[src/hdl/m2p_pkg.sv]
package m2p_pkg;

    localparam int WORD_W = 32;
    localparam int EXP_W  = 31;
    localparam int IN_W   = 160;
    localparam int OUT_W  = 128;

    typedef logic [WORD_W-1:0] t_word;

    // Matrix entries, m11 in the lowest bits.
    typedef struct packed {
        t_word m22;
        t_word m21;
        t_word m12;
        t_word m11;
    } t_mat;

    // Request to the shared multiplier.
    typedef struct packed {
        logic  en;
        t_word a;
        t_word b;
    } t_mul_req;

    localparam t_mat IDENTITY = '{
        m22: WORD_W'(1),
        m21: WORD_W'(0),
        m12: WORD_W'(0),
        m11: WORD_W'(1)
    };

    // Select an entry by {row, column}.
    function automatic t_word pick(input t_mat m, input logic [1:0] idx);
        t_word v;
        unique case (idx)
            2'b00: v = m.m11;
            2'b01: v = m.m12;
            2'b10: v = m.m21;
            2'b11: v = m.m22;
            default: v = m.m11;
        endcase
        return v;
    endfunction

endpackage

[src/hdl/m2p_mul.sv]
module m2p_mul (
    input  logic              i_clk,
    input  m2p_pkg::t_mul_req i_req,
    output m2p_pkg::t_word    o_prod
);

    logic [2*m2p_pkg::WORD_W-1:0] w_full;
    m2p_pkg::t_word               r_prod;

    assign w_full = {{m2p_pkg::WORD_W{1'b0}}, i_req.a} * {{m2p_pkg::WORD_W{1'b0}}, i_req.b};

    // Keep the low word of the product, registered.
    always_ff @(posedge i_clk) begin
        if (i_req.en) begin
            r_prod <= w_full[m2p_pkg::WORD_W-1:0];
        end
    end

    assign o_prod = r_prod;

endmodule

[src/hdl/matrix2x2_power_core.sv]
// Raises a 2x2 matrix of 32-bit words to a 31-bit power by square and multiply,
// starting from the identity; every product and sum wraps modulo 2^32. One item is
// worked at a time and the input is not ready meanwhile. All arithmetic goes through
// one shared 32x32 multiplier feeding one adder, so each matrix product takes eight
// multiplies. Squaring stops as soon as no set exponent bit remains. The result sits
// in an output register, so a new matrix may be accepted while it waits.
module matrix2x2_power_core (
    input  logic        i_clk,
    input  logic        i_rst_n,
    input  logic        i_s_axis_tvalid,
    output logic        o_s_axis_tready,
    // a11 [31:0], a12 [63:32], a21 [95:64], a22 [127:96], power [158:128], zero [159]
    input  logic [159:0] i_s_axis_tdata,
    output logic        o_m_axis_tvalid,
    input  logic        i_m_axis_tready,
    // r11 [31:0], r12 [63:32], r21 [95:64], r22 [127:96]
    output logic [127:0] o_m_axis_tdata
);

    localparam logic [2:0] ST_IDLE  = 3'd0;
    localparam logic [2:0] ST_CHECK = 3'd1;
    localparam logic [2:0] ST_MULA  = 3'd2;
    localparam logic [2:0] ST_SQR   = 3'd3;
    localparam logic [2:0] ST_OUT   = 3'd4;

    localparam logic [3:0] CNT_ISSUE_END = 4'd8;
    localparam logic [3:0] CNT_COMMIT    = 4'd9;

    logic [2:0]                  r_state, n_state;
    logic [3:0]                  r_cnt, n_cnt;
    logic [m2p_pkg::EXP_W-1:0]   r_exp, n_exp;
    m2p_pkg::t_mat               r_acc, n_acc;
    m2p_pkg::t_mat               r_sq, n_sq;
    m2p_pkg::t_mat               r_tmp, n_tmp;
    m2p_pkg::t_word              r_half, n_half;
    m2p_pkg::t_mat               r_out, n_out;
    logic                        r_out_valid, n_out_valid;

    logic                        w_accept;
    logic                        w_busy;
    logic [2:0]                  w_k_issue;
    logic [2:0]                  w_k_done;
    logic                        w_done_valid;
    m2p_pkg::t_mat               w_left;
    m2p_pkg::t_mul_req           w_req;
    m2p_pkg::t_word              w_prod;
    m2p_pkg::t_word              w_sum;

    // Take no beat while reset is held.
    assign o_s_axis_tready = i_rst_n && (r_state == ST_IDLE);
    assign w_accept        = i_s_axis_tvalid && o_s_axis_tready;
    assign w_busy          = (r_state == ST_MULA) || (r_state == ST_SQR);

    // Issue product k: entry {i,j} = k[2:1], term t = k[0]; p[i][t] * sq[t][j].
    assign w_k_issue = r_cnt[2:0];
    assign w_left    = (r_state == ST_MULA) ? r_acc : r_sq;
    assign w_req.en  = w_busy && (r_cnt < CNT_ISSUE_END);
    assign w_req.a   = m2p_pkg::pick(w_left, {w_k_issue[2], w_k_issue[0]});
    assign w_req.b   = m2p_pkg::pick(r_sq, {w_k_issue[0], w_k_issue[1]});

    m2p_mul u_mul (
        .i_clk  (i_clk),
        .i_req  (w_req),
        .o_prod (w_prod)
    );

    // The product issued in the previous cycle is on w_prod.
    assign w_k_done     = 3'(r_cnt - 4'd1);
    assign w_done_valid = w_busy && (r_cnt != 4'd0) && (r_cnt != CNT_COMMIT);
    assign w_sum        = r_half + w_prod;

    always_comb begin
        n_state     = r_state;
        n_cnt       = r_cnt;
        n_exp       = r_exp;
        n_acc       = r_acc;
        n_sq        = r_sq;
        n_tmp       = r_tmp;
        n_half      = r_half;
        n_out       = r_out;
        n_out_valid = r_out_valid;

        // Drop the result once the beat is taken.
        if (r_out_valid && i_m_axis_tready) begin
            n_out_valid = 1'b0;
        end

        unique case (r_state)
            ST_IDLE: begin
                if (w_accept) begin
                    n_sq.m11 = i_s_axis_tdata[31:0];
                    n_sq.m12 = i_s_axis_tdata[63:32];
                    n_sq.m21 = i_s_axis_tdata[95:64];
                    n_sq.m22 = i_s_axis_tdata[127:96];
                    n_exp    = i_s_axis_tdata[158:128];
                    n_acc    = m2p_pkg::IDENTITY;
                    n_state  = ST_CHECK;
                end
            end
            ST_CHECK: begin
                n_cnt = 4'd0;
                priority if (r_exp == '0) begin
                    n_state = ST_OUT;
                end else if (r_exp[0]) begin
                    n_state = ST_MULA;
                end else begin
                    n_state = ST_SQR;
                end
            end
            ST_MULA, ST_SQR: begin
                n_cnt = r_cnt + 4'd1;
                // Pair up the two terms of each entry.
                if (w_done_valid) begin
                    if (!w_k_done[0]) begin
                        n_half = w_prod;
                    end else begin
                        unique case (w_k_done[2:1])
                            2'b00: n_tmp.m11 = w_sum;
                            2'b01: n_tmp.m12 = w_sum;
                            2'b10: n_tmp.m21 = w_sum;
                            2'b11: n_tmp.m22 = w_sum;
                            default: n_tmp.m11 = w_sum;
                        endcase
                    end
                end
                // Commit the finished product.
                if (r_cnt == CNT_COMMIT) begin
                    if (r_state == ST_MULA) begin
                        n_acc    = r_tmp;
                        n_exp[0] = 1'b0;
                    end else begin
                        n_sq  = r_tmp;
                        n_exp = r_exp >> 1;
                    end
                    n_state = ST_CHECK;
                end
            end
            ST_OUT: begin
                // Hold until the output register is free.
                if (!r_out_valid || i_m_axis_tready) begin
                    n_out       = r_acc;
                    n_out_valid = 1'b1;
                    n_state     = ST_IDLE;
                end
            end
            default: begin
                n_state = ST_IDLE;
            end
        endcase
    end

    always_ff @(posedge i_clk) begin
        if (!i_rst_n) begin
            r_state     <= ST_IDLE;
            r_out_valid <= 1'b0;
        end else begin
            r_state     <= n_state;
            r_out_valid <= n_out_valid;
        end
    end

    always_ff @(posedge i_clk) begin
        r_cnt  <= n_cnt;
        r_exp  <= n_exp;
        r_acc  <= n_acc;
        r_sq   <= n_sq;
        r_tmp  <= n_tmp;
        r_half <= n_half;
        r_out  <= n_out;
    end

    assign o_m_axis_tvalid = r_out_valid;
    assign o_m_axis_tdata  = r_out;

endmodule

[config.mk]
export PLATFORM = sky130hd
export DESIGN_NAME = matrix2x2_power_core
export DESIGN_NICKNAME = d
export VERILOG_FILES = /design/src/hdl/m2p_pkg.sv /design/src/hdl/m2p_mul.sv /design/src/hdl/matrix2x2_power_core.sv
export SDC_FILE = /design/constraint.sdc
export NUM_CORES = 2
export LEC_CHECK = 0
export BUFFER_PORTS_ARGS = -buffer_cell sky130_fd_sc_hd__buf_2
export CAP_MARGIN = 5
export CORE_MARGIN = 10
export CORE_UTILIZATION = 50
export CTS_CLUSTER_DIAMETER = 40
export DETAILED_ROUTE_END_ITERATION = 12
export GPL_ROUTABILITY_DRIVEN = 0
export PLACE_DENSITY = 0.71
export SETUP_SLACK_MARGIN = 0.1
export SYNTH_ARGS = -nofsm -noshare
export SYNTH_HDL_FRONTEND = slang
export SYNTH_SLANG_ARGS = --single-unit
[constraint.sdc]
create_clock -name i_clk -period 12.8 [get_ports i_clk]
set_input_delay 0.64 -clock i_clk [delete_from_list [all_inputs] [get_ports i_clk]]
set_output_delay 0.64 -clock i_clk [all_outputs]
set_load 0.05 [all_outputs]
Word-level counts from Yosys, hierarchy flattened
Index checks and enable logic that the tools add are counted.

Add/subtract/negate cells: 3. Multipliers: 1. Divide/modulo/power cells: 0. $lt $le $gt $ge: 1. Equality and inequality tests: 20. Shifts and indexed selects: 0. Multiplexer cells: 26. Bitwise logic cells: 1. Reductions and logical operators: 28.

Operator list (count): 128-bit two-way mux (7); 128-bit one-hot mux with 2 select lines (2); 32-bit one-hot mux with 4 select lines (2); 31-bit two-way mux (2); 31-bit one-hot mux with 2 select lines (1); 32-bit adder (1); 32-bit by 32-bit multiplier with 32-bit output (1); 31-bit zero test (1); 30-bit two-way mux (1); 4-bit AND reduction (6); 2-bit equality test, second input constant (6); 3-bit two-way mux (4); 3-bit one-hot mux with 4 select lines (1); 2-bit != test, second input constant (5); 3-bit AND reduction (3); 4-bit one-hot mux with 2 select lines (1); 2-bit by 1-bit equality test with 1-bit output, second input constant (3); 3-bit by 2-bit equality test with 1-bit output, second input constant (2); 1-bit logical AND (6); 2-bit zero test (3); 1-bit two-way mux (5); 4-bit by 1-bit adder with 4-bit output, second input constant (1); 4-bit equality test, second input constant (1); 4-bit less-than comparator, second input constant (1); other kinds (12) (14).

Flip-flop bits (word level): 615. Bits in latches: 0. RAM bits: 0. Bits in read-only memories: 0. Bits of input ports: 164. Output and inout port bits: 130. Logic and storage cells: 103. Memories: 0.

Longest topological paths before layout
Depth in word-level cells: 5. Depth in mapped cells: 38. Depth with buffers taken out: 31.

By module
Synthesis repeated with hierarchy kept, for this count alone.

Cells, all modules: 3426. Area, all modules: 41611.2 µm².

Modules (own cells, without submodules): matrix2x2_power_core (times used 1, cells each 1669, area each 24747.5 µm², sequential area each 17466.8 µm²); m2p_mul (times used 1, cells each 1757, area each 16863.7 µm², sequential area each 960.9 µm²).

Least setup slack after synthesis
No wires, ideal clock.

Kind: register to register. Start point: register r_cnt[1]. End point: register r_exp[10] in the netlist's numbering (enable). Setup time: 869 ps. Arrival time: 12503 ps. Data required time: 11931 ps. Setup slack: -572 ps. Cell stages (with the launch flop): 9. Buffers on the path: 2. Clock period less this slack: 13372 ps. Cell sequence: edfxtp_1 inv_1 ha_1 clkbuf_1 buf_1 nand2_1 o21ai_0 a21oi_1 nor3_1.

Longest elaborated chain between the ends: 3.

Ends and longest elaborated chain: start: declaration (RTL line matrix2x2_power_core.sv:30) `logic [3:0] r_cnt, n_cnt;`; start signal: assignment (RTL line matrix2x2_power_core.sv:163) `r_cnt <= n_cnt;`; 4-bit equality test (RTL line matrix2x2_power_core.sv:127) `if (r_cnt == CNT_COMMIT) begin`; 2-bit != test (no line); 4-bit AND reduction (no line); end signal: assignment (RTL line matrix2x2_power_core.sv:164) `r_exp <= n_exp;`; end: declaration (RTL line matrix2x2_power_core.sv:31) `logic [m2p_pkg::EXP_W-1:0] r_exp, n_exp;`.

Every way passes these cells. A chain may end at the register's enable or synchronous reset.

Worst setup path after layout
Start point: register r_cnt[0]. End point: register u_mul.r_prod[29], in the netlist u_mul.o_prod[29], data pin.

Longest elaborated chain between the ends: 3. Elaborated cells between the ends (all ways): 11. Classes of those cells: 1 x mul; 6 x eq/ne; 2 x mux; 2 x reduce/logical.

Ends and longest elaborated chain: 2-bit equality test (tied with other cells) (RTL line m2p_pkg.sv:35) `unique case (idx)`; 32-bit one-hot mux with 4 select lines (RTL line m2p_pkg.sv:35); 32-bit by 32-bit multiplier with 32-bit output (*) (RTL line m2p_mul.sv:10) `assign w_full = {{m2p_pkg::WORD_W{1'b0}}, i_req.a} * {{m2p_pkg::WORD_W{1'b0}}, i_req.b};`; named net u_mul.w_full (one bit) (RTL line m2p_mul.sv:7) `logic [2*m2p_pkg::WORD_W-1:0] w_full;`; end signal: assignment (RTL line m2p_mul.sv:15) `r_prod <= w_full[m2p_pkg::WORD_W-1:0];`; end: declaration (RTL line m2p_mul.sv:8) `m2p_pkg::t_word r_prod;`.

Mark *: on every way through the listed nets, which the timed path passes. The rest lies on a longest branch.

==> out/qor.csv <==
stage;metric;value;unit
run_status;run_status;finished, final reports clean;
placement;dp_hpwl;84.54;mm
clock_tree;cts_max_path_buffers;3;
synthesis;synthCells;3340;
global_routing;grt_pass1_vias;28030;
sta;hold_viol_final;0;
setup_path;worstPathArrival;10.56;ns
setup_path;crit_top_cell;fa_1;
routing;firstDrtPassIters;6;
cells_and_area;fin_nets;4363;
floorplan;fp.dieH;305.6;µm
routing;routed-via-count;27240;
synthesis;synth-edff-count;611;
cells_and_area;final_common_cell;edfxtp_1;
cells_and_area;final_cell_mix;edfxtp_1 (611), inv_1 (458), fa_1 (409);
routing;first_iter_violations;3055;
clock_tree;root_buffer;clkbuf_16;
sta;fin_worst_skew;0.05710;ns
synthesis;ys_seq_area_frac;0.4519;
sta;fin_crit_sh;0.7971;
setup_path;path_class;register to register;
clock_tree;postCtsResizedCells;0;
floorplan;ios;294;
clock_tree;cts_tree;done;
synthesis;synthArstFlopShare;0;
setup_path;r2r_cells;28;
synthesis;synth_area;40780;µm²
setup_path;slowest_stage;mux2_2;
sta;finalSetupViolCount;0;
placement;portBuffers;292;
global_routing;grt_usage;0.2466;
clock_tree;clkLatencyLatePin;0.64;ns
routing;vias_per_cell;5.737;
sta;period_minus_slack;10.20;ns
global_routing;grt_pass1_wl;174.7;mm
synthesis;ys.flop_type;edfxtp_1;
clock_tree;post-cts-setup-buffers;0;
min_path;min_path_type;input port to register;
setup_path;startpoint_type;register;
global_routing;grt_max_degree;93;
run;max-cap-violations;0;
synthesis;ys_seq_elements;615;
clock_tree;h-tree-depth;3;
setup_path;r2r-end;u_mul.o_prod[29];
global_routing;grt-ovfl-total;0;
routing;wl_per_cell;24.40;µm
setup_path;critPathCapture;u_mul.o_prod[29];
floorplan;rows;104;
cells_and_area;syn_to_final_growth;12.91;%
clock_tree;cts_buffers;72;
floorplan;start_util;0.5054;
global_routing;antenna_found_initial;4;
sta;totalNegativeSetupSlack;0;ns
cells_and_area;design_area;46040;µm²
synthesis;syn-mean-instance-area;12.21;µm²
sta;timing.fmax;98.02;MHz
floorplan;dieWidth;305.6;µm
setup_path;cp_slowest_stage_delay;0.64;ns
setup_path;path_max_fanout;45;
sta;slew-limit-headroom;0.1245;
setup_path;critPathRequiredTime;13.16;ns
cells_and_area;fillers;6492;
cells_and_area;multiInputGateArea;20170;µm²
clock_tree;cts_sinks;615;
sta;grt_setup_unrepaired;false;
setup_path;cp-end-kind;register;
cells_and_area;drive_gt1_frac;0.1655;
routing;remaining_drc_errors;0;
placement;dpl_cell_area;43650;µm²
routing;ant_nets;0;
setup_path;startpoint;r_cnt[0];
floorplan;die-area;93370;µm²
routing;routed_wl;115.8;mm
cells_and_area;final_util;0.5707;
sta;report.final.slew_viol_count;0;
synthesis;yosysWarnings;0;
setup_path;r2r_slack;2.60;ns
floorplan;core_area;80680;µm²
sta;worst_pin_slew;1.305;ns
cells_and_area;seqCellArea;18430;µm²
synthesis;synth_cell_types;67;
setup_path;reg2reg_from;r_cnt[0];
synthesis;syn-num-nets;4071;
clock_tree;ctsHoldBuffers;0;
clock_tree;cts.clk_slew.worst_paths;0.06;ns
worst min-delay path by stage:
stage,slack [ns],cells past startpoint,end,start
after floorplan,0.42,0,o_m_axis_tdata[64],r_acc[64]
after global placement,0.42,0,o_m_axis_tdata[64],r_acc[64]
after detailed placement,0.43,0,o_m_axis_tdata[123],r_acc[123]
after CTS,0.26,3,r_exp[20],i_s_axis_tdata[148]
after global routing,0.28,3,r_exp[1],i_s_axis_tdata[129]
final,0.29,2,r_sq[88],i_s_axis_tdata[88]
worst max-delay path: cells and delay by family (launching register included):
family / cells / cell delay, ns
xor gates and xnor gates: 1 / 0.08
buffers and inverters: 6 / 1.88
adders and majority gates: 10 / 4.81
AOI/OAI and AO/OA: 8 / 1.79
DFF: 1 / 0.35
and+or+nand+nor: 2 / 0.25
muxes: 1 / 0.64
flip-flops by register name (all words and copies together), names as in the netlist:
name / cells
o_m_axis_tvalid: 1
o_m_axis_tdata: 128
r_exp: 31
r_state: 3
r_acc: 128
r_cnt: 4
u_mul.o_prod: 32
r_sq: 128
r_tmp: 128
r_half: 32
metrics by stage:
stage / hold slack (ns) / cells / setup slack, ns
3_3_place_gp: 0.4244 / 4618 / 2.776
5_1_grt: 0.2794 / 4748 / 2.270
4_1_cts: 0.2647 / 4746 / 2.706
6_report: 0.2871 / 4748 / 2.598
2_1_floorplan: 0.4168 / 3340 / 1.624
3_5_place_dp: 0.4301 / 4618 / 2.769
cell usage after synthesis, drive strengths merged, types with 5 or more instances:
library cell  count  area, µm²
xnor2            92      805.8
mux2             19      214.0
ha              158       1977
nor4              9      56.30
o21ai            35      175.2
mux4             52       1171
mux2i            30      327.8
nand2           240      900.9
nand4             5      31.28
nand2b           91      569.3
and3              7      43.79
a222oi           25      250.2
nor2b            17      106.4
o22ai             6      37.54
and2            140      875.8
a221oi            5      43.79
o21a             14      105.1
o2bb2ai           5      43.79
or3               5      31.28
xor2             28      245.2
o21bai            7      52.55
nor2            385       1445
edfxtp          611      18350
clkbuf          116      435.4
buf              27      178.9
a22oi             8      60.06
a21o            156       1171
a21oi            64      320.3
inv             459       1723
or2              39      244.0
nor3             13      65.06
a31oi             7      43.79
nand3            11      55.05
fa              409       8188
cells by family (layout without fill, tap and decap cells):
| group | Yosys count | after routing | share of synthesized area |
|---|---|---|---|
| AOI/OAI and AO/OA | 368 | 368 | 0.06407 |
| xor gates and xnor gates | 120 | 120 | 0.02578 |
| adders and majority gates | 567 | 567 | 0.2493 |
| buffers and inverters | 602 | 948 | 0.05732 |
| DFF | 615 | 615 | 0.4519 |
| muxes | 101 | 101 | 0.04201 |
| other | 0 | 2 | 0 |
| and+or+nand+nor | 967 | 967 | 0.1096 |
routing by layer:
layer | wire length, µm | track usage | up-vias
met4 | 3899 | 0.08062 | 2
met2 | 56400 | 0.4093 | 1417
met1 | 44140 | 0.3169 | 13890
met5 | 13 | 0 | -
met3 | 11390 | 0.05876 | 250
li1 | - | - | 11690
cell type report:
type,instances,area share
Antenna cell,2,0.0001087
Timing Repair Buffer,361,0.04354
Clock buffer,85,0.04066
Clock inverter,43,0.01114
Multi-Input combinational cell,2123,0.4381
Sequential cell,615,0.4003
Inverter,459,0.03742
Tap cell,1060,0.02881
Power is not shown: default switching activity piles up to over one toggle a cycle in this logic, so the estimate is an artifact.
